$ cat src/ppp_pkg.sv
// ----------------------------------------------------------------------------
// ppp_pkg
// Shared types and constants for the procedural pattern pixel core.
// ----------------------------------------------------------------------------
package ppp_pkg;

  localparam int unsigned NOISE_SIDE = 256;
  localparam int unsigned DISC_SIDE  = 64;
  localparam int unsigned NOISE_BITS = $clog2(NOISE_SIDE);
  localparam int unsigned DISC_BITS  = $clog2(DISC_SIDE);

  localparam int unsigned COORD_W = 8;
  localparam int unsigned Q_BITS  = 24;
  localparam int unsigned FRAC_W  = Q_BITS + 1;
  localparam logic [FRAC_W-1:0] Q_ONE = FRAC_W'(1) << Q_BITS;

  // datapath register stages ahead of the output register
  localparam int unsigned DEPTH = 10;

  localparam int unsigned SIDE_W = 9;
  localparam logic [SIDE_W-1:0] SIDE_WHITE = SIDE_W'(1);
  localparam logic [SIDE_W-1:0] SIDE_DISC  = SIDE_W'(DISC_SIDE);
  localparam logic [SIDE_W-1:0] SIDE_NOISE = SIDE_W'(NOISE_SIDE);

  typedef enum logic [1:0] {
    PAT_WHITE = 2'd0,
    PAT_DISC  = 2'd1,
    PAT_NOISE = 2'd2
  } pattern_e;

  typedef logic [DEPTH-1:0] stage_en_t;

endpackage

$ cat src/ppp_disc.sv
// ----------------------------------------------------------------------------
// ppp_disc
// Radial disc falloff: squared radius, pipelined square root, squared falloff.
// ----------------------------------------------------------------------------
module ppp_disc (
  input  logic                                clk_i,
  input  ppp_pkg::stage_en_t                  en_i,
  input  logic [ppp_pkg::COORD_W-1:0]         x_i,
  input  logic [ppp_pkg::COORD_W-1:0]         y_i,
  output logic [ppp_pkg::FRAC_W-1:0]          frac_o
);

  localparam int unsigned MAG_W   = ppp_pkg::DISC_BITS + 1;
  localparam int unsigned SQ_W    = 2 * MAG_W + 1;
  localparam int unsigned RAD_W   = 2 * ppp_pkg::Q_BITS;
  localparam int unsigned ROOT_W  = ppp_pkg::Q_BITS;
  localparam int unsigned REM_W   = ROOT_W + 2;
  localparam int unsigned PER_STG = 3;
  localparam int unsigned SQ_STGS = ROOT_W / PER_STG;
  localparam int unsigned NN      = ppp_pkg::DISC_SIDE * ppp_pkg::DISC_SIDE;
  localparam int unsigned RAD_SH  = RAD_W - 2 * ppp_pkg::DISC_BITS;

  typedef struct packed {
    logic [RAD_W-1:0]  rad;
    logic [REM_W-1:0]  rem;
    logic [ROOT_W-1:0] root;
    logic              in_disc;
  } sqrt_t;

  function automatic logic [MAG_W-1:0] dist_mag(logic [ppp_pkg::DISC_BITS-1:0] a);
    logic [MAG_W-1:0] odd;
    logic [MAG_W-1:0] side;
    odd  = {a, 1'b1};
    side = MAG_W'(ppp_pkg::DISC_SIDE);
    if (odd >= side) begin
      return odd - side;
    end
    return side - odd;
  endfunction

  function automatic sqrt_t sqrt_steps(sqrt_t st);
    sqrt_t            r;
    logic [REM_W:0]   rem2;
    logic [REM_W:0]   trial;
    r = st;
    for (int i = 0; i < PER_STG; i++) begin
      rem2  = {r.rem[REM_W-2:0], r.rad[RAD_W-1 -: 2]};
      trial = {1'b0, r.root, 2'b01};
      r.rad = {r.rad[RAD_W-3:0], 2'b00};
      if (rem2 >= trial) begin
        r.rem  = REM_W'(rem2 - trial);
        r.root = {r.root[ROOT_W-2:0], 1'b1};
      end else begin
        r.rem  = REM_W'(rem2);
        r.root = {r.root[ROOT_W-2:0], 1'b0};
      end
    end
    return r;
  endfunction

  logic [MAG_W-1:0] ux, uy;
  logic [SQ_W-1:0]  s_sum;
  sqrt_t            sq_q [SQ_STGS+1];
  logic [ppp_pkg::FRAC_W-1:0] fall;
  logic [2*ppp_pkg::FRAC_W-1:0] fall_sq;
  logic [ppp_pkg::FRAC_W-1:0] frac_q;

  always_comb begin
    ux    = dist_mag(x_i[ppp_pkg::DISC_BITS-1:0]);
    uy    = dist_mag(y_i[ppp_pkg::DISC_BITS-1:0]);
    s_sum = SQ_W'(ux) * SQ_W'(ux) + SQ_W'(uy) * SQ_W'(uy);
  end

  always_ff @(posedge clk_i) begin
    if (en_i[0]) begin
      sq_q[0].rad     <= RAD_W'(s_sum) << RAD_SH;
      sq_q[0].rem     <= '0;
      sq_q[0].root    <= '0;
      sq_q[0].in_disc <= (s_sum < SQ_W'(NN));
    end
    for (int g = 0; g < SQ_STGS; g++) begin
      if (en_i[g+1]) begin
        sq_q[g+1] <= sqrt_steps(sq_q[g]);
      end
    end
  end

  always_comb begin
    fall    = ppp_pkg::Q_ONE - ppp_pkg::FRAC_W'(sq_q[SQ_STGS].root);
    fall_sq = (2*ppp_pkg::FRAC_W)'(fall) * (2*ppp_pkg::FRAC_W)'(fall);
  end

  always_ff @(posedge clk_i) begin
    if (en_i[SQ_STGS+1]) begin
      frac_q <= sq_q[SQ_STGS].in_disc ?
                fall_sq[ppp_pkg::Q_BITS +: ppp_pkg::FRAC_W] : '0;
    end
  end

  assign frac_o = frac_q;

endmodule

$ cat config.mk
export PLATFORM = sky130hd
export DESIGN_NAME = ppp_disc
export DESIGN_NICKNAME = d
export VERILOG_FILES = /design/src/ppp_pkg.sv /design/src/ppp_disc.sv
export SDC_FILE = /design/constraint.sdc
export NUM_CORES = 2
export LEC_CHECK = 0
export BUFFER_PORTS_ARGS = -buffer_cell sky130_fd_sc_hd__clkbuf_2
export CELL_PAD_IN_SITES_DETAIL_PLACEMENT = 1
export CELL_PAD_IN_SITES_GLOBAL_PLACEMENT = 1
export CORE_MARGIN = 1
export CORE_UTILIZATION = 47
export DETAILED_ROUTE_END_ITERATION = 10
export PLACE_DENSITY_LB_ADDON = 0.1
export SYNTH_ARGS = -nofsm -noshare
export SYNTH_HDL_FRONTEND = slang
export SYNTH_SLANG_ARGS = --single-unit
$ cat constraint.sdc
create_clock -name clk_i -period 9.05 [get_ports clk_i]
set_input_delay 1.81 -clock clk_i [delete_from_list [all_inputs] [get_ports clk_i]]
set_output_delay 1.81 -clock clk_i [all_outputs]
set_load 0.005 [all_outputs]
==> impl_metrics.toml <==
[synth]
synth_cell_types = 110
synth.most_common_cell = "inv_1"
netlist_top_cells_area = "fa_1, edfxtp_1, ha_1, inv_1, xnor2_1"
syn_area_um2 = 48600
synth.avg_cell_area_um2 = 9.04
synth_seq_cells = 323
ys.flop_type = "edfxtp_1"
synth-async-reset-ratio_pct = 0
yosys.area.top_type = "fa_1"
syn_inst = 5381
synth_warnings = 0
yosys-top-cells-count = "inv_1, fa_1, ha_1, nand2_1, nor2_1"
synth_edf_count = 323
synth_top_area_share_pct = 21.4
seq_area_frac_synth_pct = 19.9

[clock_network]
path_clk_slew_ns = 0.06
clk_latency_ns = 0.61
htreeDepth = 2
clockBufferDepth = 3
cts_buffers = 44
tritoncts = "built"
numClockSinks = 323
cts_root_buf = "clkbuf_16"

[sta]
setup_violations = 7
rsz0062_at_grt = "true"
hold_viol = 0
maxSlewHeadroom_pct = 18.4
fmax_ghz = 0.109
finalWorstSetupSlack_ns = -0.0853
fin_worst_skew_ns = 0.0169
fin_setup_tns_ns = -0.250
final.min_clock_period_ns = 9.14
fin_crit_sh_pct = 101
final_max_slew_viol_count = 0
tightest_slew_ns = 1.22

[final_layout]
seqCellArea_um2 = 9700
drive_gt1_share_pct = 12.7
area_growth_pct = 12.5
postLayoutCoreUtil_pct = 53.6
filler_cell_count = 12000
nets = 6706
multi_input_area_um2 = 35900

[detailed_routing]
first_pass_iters = 5
drcViolationCount = 0
viasPerCell = 5.52
num_vias = 39000
drt_iter0_drc = 1963
ant_nets = 0
wl_mm = 138
wl_per_cell_um = 19.5

[power]
p_leak_nw = 25.5
ir_drop_mv = 0.564
cellPowerDensity_nw_per_um2 = 377
power_mw = 20.6

[grt]
first_global_vias = 42100
grt_usage_pct = 26.7
antenna_found_initial = 1
busiest_layer = "met2"
grt.met1_usage_pct = 34.2
grt_max_degree = 47
overflow = 0
grt_pass1_wl_mm = 223
use_met2_pct = 48.5
grt_util_met3_pct = 2.73

[worst_hold_path]
holdPathStages = 0
hold_end = "sq_q[0][279]$_DFFE_PP_"
hp-start = "sq_q[0][186]$_DFFE_PP_"
hp-class = "reg -> reg"

[placement]
detailed_place_hpwl_mm = 114
place.gp.congestion = 0.892
io_buffer_count = 47

[run]
drv_cap = 0

[setup_path]
slowest_delay_ns = 0.53
cp_data_required_time_ns = 9.41
crit_top_cell = "fa_1"
r2r-end = "frac_o[23]$_SDFFCE_PN0P_"
cp_max_fo = 4
r2r_start = "sq_q[0][754]$_DFFE_PP_"
worstSetupStartpointType = "register"
path_class = "reg -> reg"
crit_arrival_ns = 9.50
reg2reg_depth = 36
end_kind = "register"
r2r_slack_ns = -0.09
cp_slowest_cell = "fa_2"

[run_status]
violations = "negative setup slack"
outcome = "complete, but fails checks"

[floorplanning]
die_width_um = 324
rows = 117
die-area_um2 = 105000
die_y_um = 324
design.core.area_um2 = 102000
pin_count = 52
start_util_pct = 47.6
==> what timing repair did <==
action                     4_1_cts  5_1_grt
hold buffers                     0        0
setup endpoints to repair       20       48
resized for setup              110       80
pin swaps                      107       52
setup buffers                   22       19
==> layout make-up <==
type / count / area share [%]
sequential: 323 / 17.7
inverter: 897 / 6.17
tap: 1368 / 3.13
clock buffer: 50 / 2.13
clock inverter: 30 / 0.478
multi-input combinational: 4053 / 65.7
timing repair buffer: 345 / 4.71
antenna: 1 / 0.00457
==> cell families (layout without fill, tap and decap cells) <==
kind of cell,Yosys count,in the layout,synth area share [%]
AO/OA/AOI/OAI,1046,1046,14.0
XOR/XNOR,373,373,6.75
adder cells (fa/ha/maj),1015,1015,34.1
buffers and inverters,1025,1322,7.99
flip-flops,323,323,19.9
multiplexers,69,69,1.57
other,2,23,0.0154
AND/OR/NAND/NOR,1528,1528,15.6
==> through the flow <==
stage                     area (µm²)  instances  hold WS, ns  worst slack [ns]
after floorplan                48800       5401        0.400           0.00597
after global placement         52200       6948        0.407            -0.379
after detailed placement       52200       6948        0.412            -0.486
after CTS                      54300       7048        0.425           -0.0153
after global routing           54700       7066        0.438            -0.348
final                          54700       7067        0.419           -0.0853
==> registers in the layout (all words and copies together) (netlist names), named ones only <==
register	flops
frac_o	25
sq_q	297
==> layer usage <==
layer  vias to the layer above  part of all wire (%)
li1                      18700                     -
met5                         -                     0
met1                     19700                    43
met2                       459                    51
met3                       151                   3.3
met4                         0                   2.1
==> where the power goes <==
part | internal, mW | leakage [nW] | switching [mW] | total (mW)
clock network | 1.01 | 0.691 | 0.725 | 1.74
registers | 2.48 | 2.98 | 0.435 | 2.91
logic | 7.24 | 21.8 | 8.75 | 16.0
total | 10.7 | 25.5 | 9.91 | 20.6
==> cells in the final DEF (no fill, tap or decap), drive strengths merged, types with 24 or more instances in the layout <==
cell type / instances
xor2: 153
edfxtp: 323
nand2b: 57
or3: 52
nor2: 438
a21oi: 285
a21o: 125
and3: 31
nor3: 91
o21bai: 40
inv: 891
clkinv: 29
nand2: 439
fa: 520
or4: 31
xnor2: 220
o21ai: 238
or2: 34
mux2: 48
nor2b: 52
nor4: 42
o21a: 56
nand4: 47
and2: 64
ha: 495
o31ai: 44
clkbuf: 97
a31oi: 39
nand3: 80
buf: 298
a211oi: 24
==> worst max-delay path by stage <==
| stage | depth (start not counted) | from | end |
|---|---|---|---|
| 6_report | 36 | sq_q[0][754]$_DFFE_PP_ | frac_o[23]$_SDFFCE_PN0P_ |
| 5_1_grt | 36 | sq_q[0][754]$_DFFE_PP_ | frac_o[23]$_SDFFCE_PN0P_ |
| 4_1_cts | 35 | sq_q[0][754]$_DFFE_PP_ | frac_o[22]$_SDFFCE_PN0P_ |
| 3_5_place_dp | 33 | sq_q[0][752]$_DFFE_PP_ | frac_o[13]$_SDFFCE_PN0P_ |
| 3_3_place_gp | 34 | sq_q[0][752]$_DFFE_PP_ | frac_o[23]$_SDFFCE_PN0P_ |
| 2_1_floorplan | 35 | sq_q[0][770]$_DFFE_PP_ | frac_o[13]$_SDFFCE_PN0P_ |
==> critical path, delay by kind of cell, from the launching register on <==
family / cells / cell delay, ns
xor gates and xnor gates: 2 / 0.32
and+or+nand+nor: 8 / 1.94
DFF: 1 / 0.39
buffers and inverters: 11 / 1.00
adders and majority gates: 8 / 3.71
AOI/OAI and AO/OA: 7 / 1.52
Power figures use the tool's default switching activity.
